**src/rtl/nqsc_pkg.sv**
```systemverilog
// shared types and constants for the n-queens solution counter
`default_nettype none
package nqsc_pkg;

	localparam int SIZE_W  = 4;
	localparam int COUNT_W = 7;
	localparam logic [COUNT_W-1:0] COUNT_MAX = '1;
	localparam logic [SIZE_W-1:0]  SIZE_RESET = SIZE_W'(8);
	localparam int TDATA_W = 8;

	typedef struct packed {
		logic clear;
		logic act;
	} nqsc_ctrl_t;

endpackage
`default_nettype wire

```
**src/rtl/n_queens_solution_counter_top.sv**
```systemverilog
// top level: search sequencer over a chain of row cells
// throughput: one search at a time; the next start is taken once the result is out
// the step rate is set by the active row cell, one placement or backtrack per cycle
// reset: board_size returns to 8, the search sits idle and no result is pending
`default_nettype none
module n_queens_solution_counter_top import nqsc_pkg::*; #(
	parameter int MAX_N = 8
) (
	input  wire logic               clk,
	input  wire logic               arst_n,
	input  wire logic               s_tvalid,
	output logic                    s_tready,
	input  wire logic [TDATA_W-1:0] s_tdata,   // [0] start_req
	output logic                    m_tvalid,
	input  wire logic               m_tready,
	output logic      [TDATA_W-1:0] m_tdata,   // [6:0] solution_count
	input  wire logic               cfg_we,
	input  wire logic [SIZE_W-1:0]  cfg_wdata
);

	localparam int LVL_W = $clog2(MAX_N + 1);

	typedef enum logic [1:0] {
		ST_IDLE,
		ST_RUN,
		ST_HOLD
	} state_t;

	state_t             state_q;
	logic [SIZE_W-1:0]  board_size_q;
	logic [LVL_W-1:0]   n_q;
	logic [LVL_W-1:0]   level_q;
	logic [COUNT_W-1:0] count_q;
	logic [COUNT_W-1:0] result_q;
	logic               m_tvalid_q;
	logic [LVL_W-1:0]   n_start;
	logic [MAX_N-1:0]   board_mask;
	logic [MAX_N-1:0]   act_vec;
	logic [MAX_N-1:0]   found_vec;
	logic               step_found;
	logic               start;
	logic               out_free;
	logic [MAX_N-1:0]   col_w [MAX_N+1];
	logic [MAX_N-1:0]   ld_w  [MAX_N+1];
	logic [MAX_N-1:0]   rd_w  [MAX_N+1];

	assign start    = s_tvalid && s_tready && s_tdata[0];
	assign out_free = !m_tvalid_q || m_tready;
	assign s_tready = (state_q == ST_IDLE);

	always_comb begin
		if ({1'b0, board_size_q} > (SIZE_W + 1)'(MAX_N)) begin
			n_start = LVL_W'(MAX_N);
		end else begin
			n_start = LVL_W'(board_size_q);
		end
	end

	assign col_w[0] = '0;
	assign ld_w[0]  = '0;
	assign rd_w[0]  = '0;

	for (genvar i = 0; i < MAX_N; i++) begin : g_row
		nqsc_ctrl_t ctrl;
		assign board_mask[i] = (LVL_W'(i) < n_q);
		assign act_vec[i]    = (state_q == ST_RUN) && (level_q == LVL_W'(i));
		assign ctrl.clear    = start;
		assign ctrl.act      = act_vec[i];
		nqsc_cell #(.MAX_N(MAX_N)) u_cell (
			.clk        (clk),
			.arst_n     (arst_n),
			.ctrl       (ctrl),
			.board_mask (board_mask),
			.col_in     (col_w[i]),
			.ld_in      (ld_w[i]),
			.rd_in      (rd_w[i]),
			.col_out    (col_w[i+1]),
			.ld_out     (ld_w[i+1]),
			.rd_out     (rd_w[i+1]),
			.found      (found_vec[i])
		);
	end

	assign step_found = |(found_vec & act_vec);

	always_ff @(posedge clk or negedge arst_n) begin
		if (!arst_n) begin
			board_size_q <= SIZE_RESET;
		end else if (cfg_we) begin
			board_size_q <= cfg_wdata;
		end
	end

	always_ff @(posedge clk or negedge arst_n) begin
		if (!arst_n) begin
			state_q    <= ST_IDLE;
			n_q        <= '0;
			level_q    <= '0;
			count_q    <= '0;
			result_q   <= '0;
			m_tvalid_q <= 1'b0;
		end else begin
			if (state_q == ST_HOLD && out_free) begin
				m_tvalid_q <= 1'b1;
			end else if (m_tvalid_q && m_tready) begin
				m_tvalid_q <= 1'b0;
			end
			unique case (state_q)
				ST_IDLE: begin
					if (start) begin
						n_q     <= n_start;
						level_q <= '0;
						if (n_start == '0) begin
							count_q <= COUNT_W'(1);
							state_q <= ST_HOLD;
						end else begin
							count_q <= '0;
							state_q <= ST_RUN;
						end
					end
				end
				ST_RUN: begin
					if (step_found) begin
						if (level_q == n_q - LVL_W'(1)) begin
							if (count_q != COUNT_MAX) begin
								count_q <= count_q + COUNT_W'(1);
							end
						end else begin
							level_q <= level_q + LVL_W'(1);
						end
					end else if (level_q == '0) begin
						state_q <= ST_HOLD;
					end else begin
						level_q <= level_q - LVL_W'(1);
					end
				end
				ST_HOLD: begin
					if (out_free) begin
						result_q <= count_q;
						level_q  <= '0;
						state_q  <= ST_IDLE;
					end
				end
				default: begin
					state_q <= ST_IDLE;
				end
			endcase
		end
	end

	assign m_tvalid = m_tvalid_q;
	assign m_tdata  = TDATA_W'(result_q);

	a_level_in_board: assert property (@(posedge clk) disable iff (!arst_n)
		(state_q == ST_RUN) |-> (level_q < n_q))
		else $error("search level beyond board size");

	a_hold_delivers: assert property (@(posedge clk) disable iff (!arst_n)
		(state_q == ST_HOLD && out_free) |=> (m_tvalid && state_q == ST_IDLE))
		else $error("finished search did not present its result");

	a_idle_level_zero: assert property (@(posedge clk) disable iff (!arst_n)
		(state_q == ST_IDLE) |-> (level_q == '0))
		else $error("search level not cleared after a search");

	a_last_row_clear: assert property (@(posedge clk) disable iff (!arst_n)
		$past(start) |-> (col_w[MAX_N] == '0 && ld_w[MAX_N] == '0 && rd_w[MAX_N] == '0))
		else $error("row chain not cleared at start");

endmodule
`default_nettype wire

```
**src/rtl/nqsc_cell.sv**
```systemverilog
// one board row: holds its queen and passes attack masks to the next row
`default_nettype none
module nqsc_cell import nqsc_pkg::*; #(
	parameter int MAX_N = 8
) (
	input  wire logic             clk,
	input  wire logic             arst_n,
	input  wire nqsc_ctrl_t       ctrl,
	input  wire logic [MAX_N-1:0] board_mask,
	input  wire logic [MAX_N-1:0] col_in,
	input  wire logic [MAX_N-1:0] ld_in,
	input  wire logic [MAX_N-1:0] rd_in,
	output logic      [MAX_N-1:0] col_out,
	output logic      [MAX_N-1:0] ld_out,
	output logic      [MAX_N-1:0] rd_out,
	output logic                  found
);

	logic [MAX_N-1:0] pos_q;
	logic [MAX_N-1:0] col_q;
	logic [MAX_N-1:0] ld_q;
	logic [MAX_N-1:0] rd_q;
	logic [MAX_N-1:0] free;
	logic [MAX_N-1:0] above;
	logic [MAX_N-1:0] cand;
	logic [MAX_N-1:0] pick;
	logic [MAX_N-1:0] pos_next;

	always_comb begin
		free = board_mask & ~(col_in | ld_in | rd_in);
		// columns to the right of the current queen
		if (pos_q == '0) begin
			above = '1;
		end else begin
			above = ~((pos_q - MAX_N'(1)) | pos_q);
		end
		cand     = free & above;
		pick     = cand & (~cand + MAX_N'(1));
		found    = |cand;
		pos_next = found ? pick : '0;
	end

	always_ff @(posedge clk or negedge arst_n) begin
		if (!arst_n) begin
			pos_q <= '0;
			col_q <= '0;
			ld_q  <= '0;
			rd_q  <= '0;
		end else if (ctrl.clear) begin
			pos_q <= '0;
			col_q <= '0;
			ld_q  <= '0;
			rd_q  <= '0;
		end else if (ctrl.act) begin
			pos_q <= pos_next;
			col_q <= col_in | pos_next;
			ld_q  <= (ld_in | pos_next) << 1;
			rd_q  <= (rd_in | pos_next) >> 1;
		end
	end

	assign col_out = col_q;
	assign ld_out  = ld_q;
	assign rd_out  = rd_q;

endmodule
`default_nettype wire
```
**config.mk**
```make
export PLATFORM = sky130hd
export DESIGN_NAME = n_queens_solution_counter_top
export DESIGN_NICKNAME = d
export VERILOG_FILES = /design/src/rtl/nqsc_pkg.sv /design/src/rtl/n_queens_solution_counter_top.sv /design/src/rtl/nqsc_cell.sv
export SDC_FILE = /design/constraint.sdc
export NUM_CORES = 1
export LEC_CHECK = 0
export ABC_AREA = 1
export BUFFER_PORTS_ARGS = -buffer_cell sky130_fd_sc_hd__clkbuf_2
export CAP_MARGIN = 5
export CORE_MARGIN = 3
export CORE_UTILIZATION = 45
export CTS_BUF_LIST = sky130_fd_sc_hd__clkbuf_4
export DETAILED_ROUTE_END_ITERATION = 16
export MAX_ROUTING_LAYER = met4
export PLACE_DENSITY = 0.62
export SLEW_MARGIN = 20
export SYNTH_ARGS = -nofsm -noshare
export SYNTH_HDL_FRONTEND = slang
export SYNTH_SLANG_ARGS = --single-unit
```
**constraint.sdc**
```tcl
create_clock -name clk -period 2.8 [get_ports clk]
set_input_delay 0.42 -clock clk [delete_from_list [all_inputs] [get_ports clk]]
set_output_delay 0.42 -clock clk [all_outputs]
set_load 0.1 [all_outputs]
```
; ---- Word level (Yosys, flattened, before mapping)
; Index checks and enable logic that the tools add are counted.
[classes]
add_sub_neg = 20
n_lt_le_gt_ge = 9
eq_ne = 20
mux = 93
bitwise_logic = 87
n_reduce_logical = 50
[op_table]
columns = operator, count
row1 = $mux 8, 72
row2 = $or 8x8->8, 34
row3 = $and 8x8->8, 24
row4 = $not 8->8, 23
row5 = $reduce_or 8->1, 9
row6 = $add 8x1->8 const B, 8
row7 = $logic_not 8->1, 8
row8 = $sub 8x1->8 const B, 8
row9 = $or 7x7->7, 6
row10 = $mux 7, 4
row11 = $mux 4, 6
row12 = $reduce_bool 2->1, 10
row13 = $eq 4x3->1 const B, 4
row14 = $lt 3x4->1 const A, 4
row15 = $pmux 7 s2, 1
row16 = $logic_and 1x1->1, 12
row17 = $pmux 4 s3, 1
row18 = $mux 2, 5
row19 = $reduce_and 5->1, 2
row20 = $eq 4x2->1 const B, 2
row21 = $logic_not 4->1, 2
row22 = $lt 1x4->1 const A, 2
row23 = $lt 2x4->1 const A, 2
row24 = $ne 2x2->1 const B, 4
row25 = 19 further kinds, 26
[totals]
regBits = 253
in_bits = 17
output_inout_bits = 10
wordCells = 314

; ---- Longest topological paths before layout
; Gate-level depths: netlist of run 1.
[logic_depth]
depth_word = 12
mapped_depth = 18
depth_no_buf = 18

; ---- Modules after synthesis
; From an unflattened synthesis of run 1, not the netlist that was laid out.
[hier_totals]
hier_cells = 1893
area_unflattened_um2 = 14656.6
[by_module_without_submodules]
columns = mod, n_inst, cells_each, area_per_inst_um2, seq_area_each_um2
row1 = nqsc_cell, 8, 205, 1592.8, 750.7
row2 = n_queens_solution_counter_top, 1, 253, 1914.3, 726.9

; ---- Least setup slack after synthesis of run 1
; OpenSTA, ideal clock, no wires.
[synth_path]
path_kind = reg2reg
startpoint = register state_q[1]
endpoint = register g_row[5].u_cell.col_q[2]
setup_ns = 0.142
t_arrival_ns = 2.999
required_time_ns = 2.658
setup_slack_ns = -0.342
path_stages_with_launch = 7
n_path_buf = 2
synth_period_minus_slack_ns = 3.142
path_cell_list = dfrtp_1 > nor2_1 > nand3_1 > buf_2 > nand2_1 > clkbuf_1 > o221ai_1
[synth_between]
elab_chain_len = 4
elab_cells_between_ends = 7
classes_between = 1 x eq/ne / 1 x mux / 5 x reduce/logical
[synth_lines]
columns = item, line
row1 = "start, declared", n_queens_solution_counter_top.sv:29  ; state_t state_q;
row2 = "start signal, assigned", n_queens_solution_counter_top.sv:96  ; state_q <= ST_IDLE;
row3 = "start signal, assigned", n_queens_solution_counter_top.sv:115  ; state_q <= ST_HOLD;
row4 = "start signal, assigned", n_queens_solution_counter_top.sv:118  ; state_q <= ST_RUN;
row5 = $logic_not 2->1 (*), n_queens_solution_counter_top.sv:49  ; assign s_tready = (state_q == ST_IDLE);
row6 = net s_tready, n_queens_solution_counter_top.sv:12  ; output logic s_tready,
row7 = $logic_and 1x1->1 (*) (2 in series), n_queens_solution_counter_top.sv:47  ; assign start = s_tvalid && s_tready && s_tdata[0];
row8 = $mux 8 / $reduce_bool 2->1 (equally long branches), n/a
row9 = "end signal, assigned", nqsc_cell.sv:56  ; col_q <= col_in | pos_next;
row10 = "end, declared", nqsc_cell.sv:20  ; logic [MAX_N-1:0] col_q;
; The timed path passes the listed nets; every way through them passes the cells marked *.
; A chain may end at the register's enable or synchronous reset.

; ---- Final worst setup path of run 1
[layout_path]
startpoint = register n_q[0]
endpoint = register level_q[1]
[layout_between]
elab_chain_len = 8
elab_cells_between_ends = 40
classes_between = 1 x add/sub / 8 x order compare / 3 x eq/ne / 2 x mux / 16 x bitwise / 10 x reduce/logical
[layout_lines]
columns = item, line
row1 = "start, declared", n_queens_solution_counter_top.sv:31  ; logic [LVL_W-1:0] n_q;
row2 = "start signal, assigned", n_queens_solution_counter_top.sv:111  ; n_q <= n_start;
row3 = $lt 1x4->1 (tied with other cells), n_queens_solution_counter_top.sv:65  ; assign board_mask[i] = (LVL_W'(i) < n_q);
row4 = $and 8x8->8, nqsc_cell.sv:30  ; free = board_mask & ~(col_in | ld_in | rd_in);
row5 = $and 8x8->8, nqsc_cell.sv:37  ; cand = free & above;
row6 = $reduce_or 8->1, nqsc_cell.sv:39  ; found = |cand;
row7 = $and 8x8->8, n_queens_solution_counter_top.sv:84  ; assign step_found = |(found_vec & act_vec);
row8 = $reduce_or 8->1, n_queens_solution_counter_top.sv:84
row9 = $ne 3x3->1 (no line) / $mux 4 (equally long branches), n/a
row10 = $reduce_and 5->1 (no line) / $pmux 4 s3 (equally long branches), n/a
row11 = "end signal, assigned", n_queens_solution_counter_top.sv:129  ; level_q <= level_q + LVL_W'(1);
row12 = "end signal, assigned", n_queens_solution_counter_top.sv:134  ; level_q <= level_q - LVL_W'(1);
row13 = "end, declared", n_queens_solution_counter_top.sv:32  ; logic [LVL_W-1:0] level_q;
; Several ways; a longest one is shown, not always the timed one.

==> flow_metrics.env, run 1 <==
export IMPL_required_ns=3.37
export IMPL_ios=27
export IMPL_synth_top_area_frac=0.483
export IMPL_insertion_delay_ns=0.70
export IMPL_ys_top_cells_by_count="nand2_1, inv_1, dfrtp_1"
export IMPL_gp_congestion=0.966
export IMPL_coreArea_sq_mm=0.0238
export IMPL_power_switching_mw=7.14
export IMPL_area_growth_syn_to_layout_pct=13.9
export IMPL_clk_pin_slew_ns=0.06
export IMPL_initial_core_util=0.463
export IMPL_cts_tree="yes"
export IMPL_synth_distinct_cells=45
export IMPL_slew_viol_final=0
export IMPL_worstHoldPathCells=2
export IMPL_p_leak_nw=6.27
export IMPL_synth_avg_cell_area_sq_um=8.14
export IMPL_hold_viol=0
export IMPL_min_to="board_size_q[0]"
export IMPL_slew_headroom=0.600
export IMPL_fin_crit_ns=2.60
export IMPL_r2r_end="level_q[1]"
export IMPL_syn_num_nets=1376
export IMPL_synth_area_leaders="dfrtp_1, nand2_1, o221ai_1, inv_1, nor2_1"
export IMPL_io_buffers=18
export IMPL_rows=56
export IMPL_fin_nets=1464
export IMPL_die_h_um=162
export IMPL_tightest_slew_ns=0.599
export IMPL_antenna_found_initial=1
export IMPL_synth_async_reset_ratio=1.00
export IMPL_grt_pass1_vias=9413
export IMPL_min_path_type="in -> reg"
export IMPL_yosysMostFrequentCell="nand2_1"
export IMPL_setup_viol=0
export IMPL_dieWidth_um=162
export IMPL_vdd_ir_drop_max_mv=0.698
export IMPL_grt_max_degree=65
export IMPL_start_kind="flop"
export IMPL_grt_usage=0.237
export IMPL_grt_pass1_wl_um=48700
export IMPL_via_per_inst=5.37
export IMPL_period_share=0.930
export IMPL_dp_cells=1689
export IMPL_worst_path_max_fanout=7
export IMPL_totalWireLength_um=29800
export IMPL_yosysTopAreaCell="dfrtp_1"
export IMPL_num_vias=9671
export IMPL_internal_power_mw=7.87
export IMPL_drive_above_1_share=0.132
export IMPL_ys_warn_count=0
export IMPL_drt_pass1_iterations=5
export IMPL_timing_rr_start="n_q[0]"
export IMPL_ant_nets=0
export IMPL_seq_area_frac_synth=0.485
export IMPL_cts_inserted_buffers=57
export IMPL_first_iter_violations=828
export IMPL_r2r_setup_slack_ns=0.20
export IMPL_power_density_mw_per_mm2=1200
export IMPL_die_area_sq_mm=0.0263
export IMPL_hold_start="cfg_we"
export IMPL_end_kind="flop"
export IMPL_combPwrFrac=0.526
export IMPL_rsz0062_at_grt="false"
export IMPL_synthFlopType="dfrtp_1"
export IMPL_arrival_ns=3.18
export IMPL_root_buffer="clkbuf_4"
export IMPL_synth_area_sq_mm=0.0110
export IMPL_max_freq_mhz=384
export IMPL_status="finished clean"
export IMPL_dp_final_hpwl_um=21900
export IMPL_fin_cells=1802
export IMPL_p_seq_frac=0.283
export IMPL_worst_r2r_cell_count=17
export IMPL_drcViolationCount=0
export IMPL_switching_share=0.476
export IMPL_tns_ns=0
export IMPL_final_util=0.527
export IMPL_clk_path_buf_depth=3
export IMPL_htreeDepth=2
export IMPL_wl_per_cell_um=16.6
export IMPL_synth_edf_count=0
export IMPL_clock_skew_ns=0.0394
export IMPL_worstSetupPathType="reg -> reg"
export IMPL_globalRoute_totalOverflow=0
export IMPL_drv_cap=0
export IMPL_synth_seq_cells=213
export IMPL_syn_inst=1350
export IMPL_postCtsSetupBuffers=0
export IMPL_p_clk_frac=0.191
export IMPL_clock_sinks=213
power groups by stage:
stage / combinational (mW) / sequential (mW) / clock, mW
6_report: 7.89 / 4.25 / 2.86
5_1_grt: 8.85 / 4.34 / 3.12
4_1_cts: 7.82 / 4.25 / 2.94
3_5_place_dp: 7.75 / 4.30 / 0
3_3_place_gp: 7.65 / 4.29 / 0
2_1_floorplan: 5.73 / 4.32 / 0
area by class of cell:
type	instances	area, sq um
Clock buffer	85	638
Clock inverter	18	121
Tap cell	319	399
Sequential cell	213	5330
Antenna cell	1	2.50
Multi-Input combinational cell	863	4620
Fill cell	2310	11200
Inverter	239	906
Timing Repair Buffer	64	505
repair_timing:
| item | CTS | global route |
|---|---|---|
| endpoints found under the setup margin | 3 | 25 |
| hold buffers | 9 | 0 |
| endpoints found under the hold margin | 64 | 0 |
| gates resized for setup | 1 | 3 |
how the worst max path moves through the flow:
| stage | startpoint | end | slack, ns | cells after the start |
|---|---|---|---|---|
| 4_1_cts | n_q[0] | count_q[5] | 0.04 | 17 |
| 3_3_place_gp | n_q[0] | count_q[5] | 0.11 | 15 |
| 5_1_grt | n_q[0] | level_q[1] | 0.0006 | 17 |
| 2_1_floorplan | state_q[1] | g_row[5].u_cell.col_out[2] | 0.24 | 6 |
| 3_5_place_dp | n_q[0] | count_q[5] | 0.03 | 15 |
| 6_report | n_q[0] | level_q[1] | 0.20 | 17 |
logic make-up after synthesis:
logic type | after synthesis | share of synthesized area
AND/OR/NAND/NOR | 614 | 0.250
buffers and inverters | 274 | 0.0961
AO/OA/AOI/OAI | 227 | 0.149
flip-flops | 213 | 0.485
XOR/XNOR | 12 | 0.00956
adder cells (fa/ha/maj) | 9 | 0.0102
other | 1 | 0.000341
per-stage QoR:
stage                     setup slack [ns]  power, mW  instance area (sq um)  hold WS (ns)
after floorplan                      0.236       10.1                  11000         0.124
after global placement               0.105       11.9                  11700         0.400
after detailed placement            0.0286       12.1                  11700         0.403
after CTS                           0.0410       15.0                  12500       0.00340
after global routing              0.000554       16.3                  12500        0.0285
final                                0.196       15.0                  12500        0.0553
worst max-delay path, stage by stage (launching register included):
cell and delay, ns:
dfrtp_1 0.41, inv_1 0.16, ha_1 0.23, o21ai_2 0.09
inv_2 0.19, nor2_1 0.08, nand2_1 0.11, nand2_1 0.11
nor2_4 0.16, nand2_1 0.07, nand2_1 0.08, nand2_1 0.09
nor2_4 0.20, nand2_4 0.10, nand2_1 0.10, nand3_1 0.15
nand2_1 0.10, nand2_1 0.06
layout by cell type (no fill, tap or decap), types with 15 or more instances in the layout:
master	count
buf_4	34
clkbuf_2	17
clkbuf_4	85
clkinv_1	15
dfrtp_1	212
inv_1	230
nand2_1	279
nand3_1	105
nand4_1	31
nor2_1	140
nor3_1	15
o211ai_1	19
o21ai_0	68
o221ai_1	99
registers in the layout, summed over array words and instances, names as in the netlist:
signal                cells
board_size_q              4
count_q                   7
g_row.u_cell.col_out     48
g_row.u_cell.ld_out      36
g_row.u_cell.pos_q       58
g_row.u_cell.rd_out      42
level_q                   4
m_tvalid                  1
n_q                       4
result_q                  7
state_q                   2
per-layer routing:
metal  routed length, um  global-route usage
met2               13500               0.365
met3                1580              0.0406
met1               13900               0.323
met5                   0                   -
met4                 866              0.0717
Note: power is estimated with default switching activity, not from simulation.
==> run 2: changes to the inputs <==
--- a/config.mk
+++ b/config.mk
@@ -14,6 +14,7 @@
 export DETAILED_ROUTE_END_ITERATION = 16
 export MAX_ROUTING_LAYER = met4
 export PLACE_DENSITY = 0.62
+export RECOVER_POWER = 50
 export SLEW_MARGIN = 20
 export SYNTH_ARGS = -nofsm -noshare
 export SYNTH_HDL_FRONTEND = slang
==> flow_metrics.env, run 2 (synthesized netlist as in run 1, its figures left out) <==
export IMPL_power_switching_mw=7.14
export IMPL_worst_path_most_repeated_cell="nand2_1"
export IMPL_tightest_slew_ns=1.69
export IMPL_min_path_type="in -> reg"
export IMPL_totalWireLength_um=29800
export IMPL_dp_final_hpwl_um=21900
export IMPL_insertion_delay_ns=0.70
export IMPL_top_register="g_row.u_cell.pos_q"
export IMPL_ant_nets=0
export IMPL_crit_chain="inv_1 -> ha_1 -> o21ai_2 -> inv_2 -> nor2_1 -> nand2_1 -> nand2_1 -> nor2_4 -> nand2_1 -> nand2_1 -> nand2_1 -> nor2_4 -> nand2_4 -> nand2_1 -> nand3_1 -> nand2_1 -> nand2_1"
export IMPL_cts_inserted_buffers=57
export IMPL_arrival_ns=3.17
export IMPL_p_seq_frac=0.283
export IMPL_worstSetupPathType="reg -> reg"
export IMPL_grt_pass1_vias=9413
export IMPL_grt_busiest_layer="met2"
export IMPL_initial_core_util=0.463
export IMPL_end_kind="flop"
export IMPL_rows=56
export IMPL_most_common_layout_cells="nand2_1, inv_1, dfrtp_1"
export IMPL_antenna_found_initial=1
export IMPL_worst_path_max_fanout=7
export IMPL_globalRoute_totalOverflow=0
export IMPL_crit_buf_inv=2
export IMPL_clk_path_buf_depth=3
export IMPL_grt_max_degree=65
export IMPL_postCtsSetupBuffers=0
export IMPL_largest_register_ffs=58
export IMPL_violations="max-capacitance violations, max-slew violations"
export IMPL_internal_power_mw=7.86
export IMPL_vdd_ir_drop_max_mv=0.700
export IMPL_p_clk_frac=0.190
export IMPL_coreArea_sq_mm=0.0238
export IMPL_drt_pass1_iterations=5
export IMPL_switching_share=0.476
export IMPL_period_share=0.928
export IMPL_combPwrFrac=0.526
export IMPL_drcViolationCount=0
export IMPL_clock_skew_ns=0.0440
export IMPL_power_density_mw_per_mm2=1200
export IMPL_grt_usage=0.237
export IMPL_slew_headroom=-0.129
export IMPL_clk_pin_slew_ns=0.06
export IMPL_max_freq_mhz=385
export IMPL_start_kind="flop"
export IMPL_drv_cap=1
export IMPL_p_leak_nw=6.27
export IMPL_post_place_ws_ns=0.0286
export IMPL_status="finished, violations left"
export IMPL_drive_above_1_share=0.132
export IMPL_tns_ns=0
export IMPL_fillerInstances=2311
export IMPL_slew_viol_final=63
export IMPL_first_iter_violations=872
export IMPL_cts_tree="yes"
export IMPL_area_growth_syn_to_layout_pct=13.8
export IMPL_cpMaxStageDelayCell="dfrtp_1"
export IMPL_htreeDepth=2
export IMPL_use_met2=0.365
export IMPL_gp_congestion=0.966
export IMPL_hold_viol=0
export IMPL_grt_pass1_wl_um=48700
export IMPL_num_vias=9687
export IMPL_via_per_inst=5.38
export IMPL_dpl_cell_area_sq_mm=0.0117
export IMPL_required_ns=3.37
export IMPL_use_met3=0.0406
export IMPL_root_buffer="clkbuf_4"
export IMPL_fin_nets=1464
export IMPL_die_area_sq_mm=0.0263
export IMPL_die_h_um=162
export IMPL_gr_usage_met1=0.323
export IMPL_critPathTopFamily="simple AND/OR/NAND/NOR gates"
export IMPL_layout_setup_ws_ns=0.203
export IMPL_rsz0062_at_grt="false"
export IMPL_fin_crit_ns=2.60
export IMPL_io_buffers=18
export IMPL_layout_commonest_cell="nand2_1"
export IMPL_ios=27
export IMPL_slowest_delay_ns=0.41
export IMPL_setup_viol=0
export IMPL_stdcell_area_sq_mm=0.0125
export IMPL_wl_per_cell_um=16.5
export IMPL_dieWidth_um=162
export IMPL_clock_sinks=213
-- run 2: cell types whose count changed in the layout (fill, tap and decap cells not counted), sizes merged --
cell    previous run  this run
buf               38        34
clkbuf           102       106
-- run 2: per-stage QoR --
stage | total power [mW] | std cells | util | hold WS [ns]
floorplan | 10.1 | 1350 | - | 0.124
global placement | 11.9 | 1689 | 0.491 | 0.400
detailed placement | 12.1 | 1689 | 0.491 | 0.403
CTS | 15.0 | 1801 | 0.527 | 0.00340
global route | 16.3 | 1802 | 0.526 | 0.0285
finish | 15.0 | 1802 | 0.526 | 0.0539
-- run 2: worst reg2reg max path, delay by kind of cell (launching register included) --
family / cells / cell delay [ns]
buffers and inverters: 2 / 0.35
adders and majority gates: 1 / 0.23
and+or+nand+nor: 13 / 1.41
DFF: 1 / 0.41
AOI/OAI and AO/OA: 1 / 0.09
-- run 2: metal layers --
layer | share of wire | wire length [um]
met1 | 0.46 | 13700
met4 | 0.027 | 802
met2 | 0.45 | 13500
met5 | 0 | 0
met3 | 0.059 | 1750
-- run 2: cell type report --
cell class / instances / area [sq um] / share of cell area
antenna: 1 / 2.50 / 0.000200
clock buffer: 85 / 638 / 0.0510
clock inverter: 18 / 121 / 0.00971
inverter: 239 / 906 / 0.0725
multi-input combinational: 863 / 4620 / 0.369
sequential: 213 / 5330 / 0.426
tap: 319 / 399 / 0.0319
timing repair buffer: 64 / 488 / 0.0390
-- run 2: repair_timing --
item	CTS	global route
gates resized for setup	1	3
hold buffers	9	0
endpoints found under the hold margin	64	0
pin swaps	0	0
endpoints found under the setup margin	3	25
-- run 2: worst paths after layout --
kind                             start                         to  slack [ns]  cells past startpoint
min in group asynchronous       arst_n  g_row[4].u_cell.rd_out[6]        0.71                      2
hold / removal                  cfg_we            board_size_q[0]        0.05                      2
hold reg to reg            result_q[3]                result_q[3]        0.48                      2
max in group asynchronous       arst_n  g_row[6].u_cell.rd_out[1]        0.61                      3
setup reg to reg                n_q[0]                 level_q[1]        0.20                     17
setup / recovery                n_q[0]                 level_q[1]        0.20                     17
-- run 2: power groups by stage --
stage	registers [mW]	clock network, mW	logic [mW]
final	4.25	2.86	7.89
after global routing	4.34	3.12	8.85
after CTS	4.25	2.94	7.82
after detailed placement	4.30	0	7.75
after global placement	4.29	0	7.65
after floorplan	4.32	0	5.73
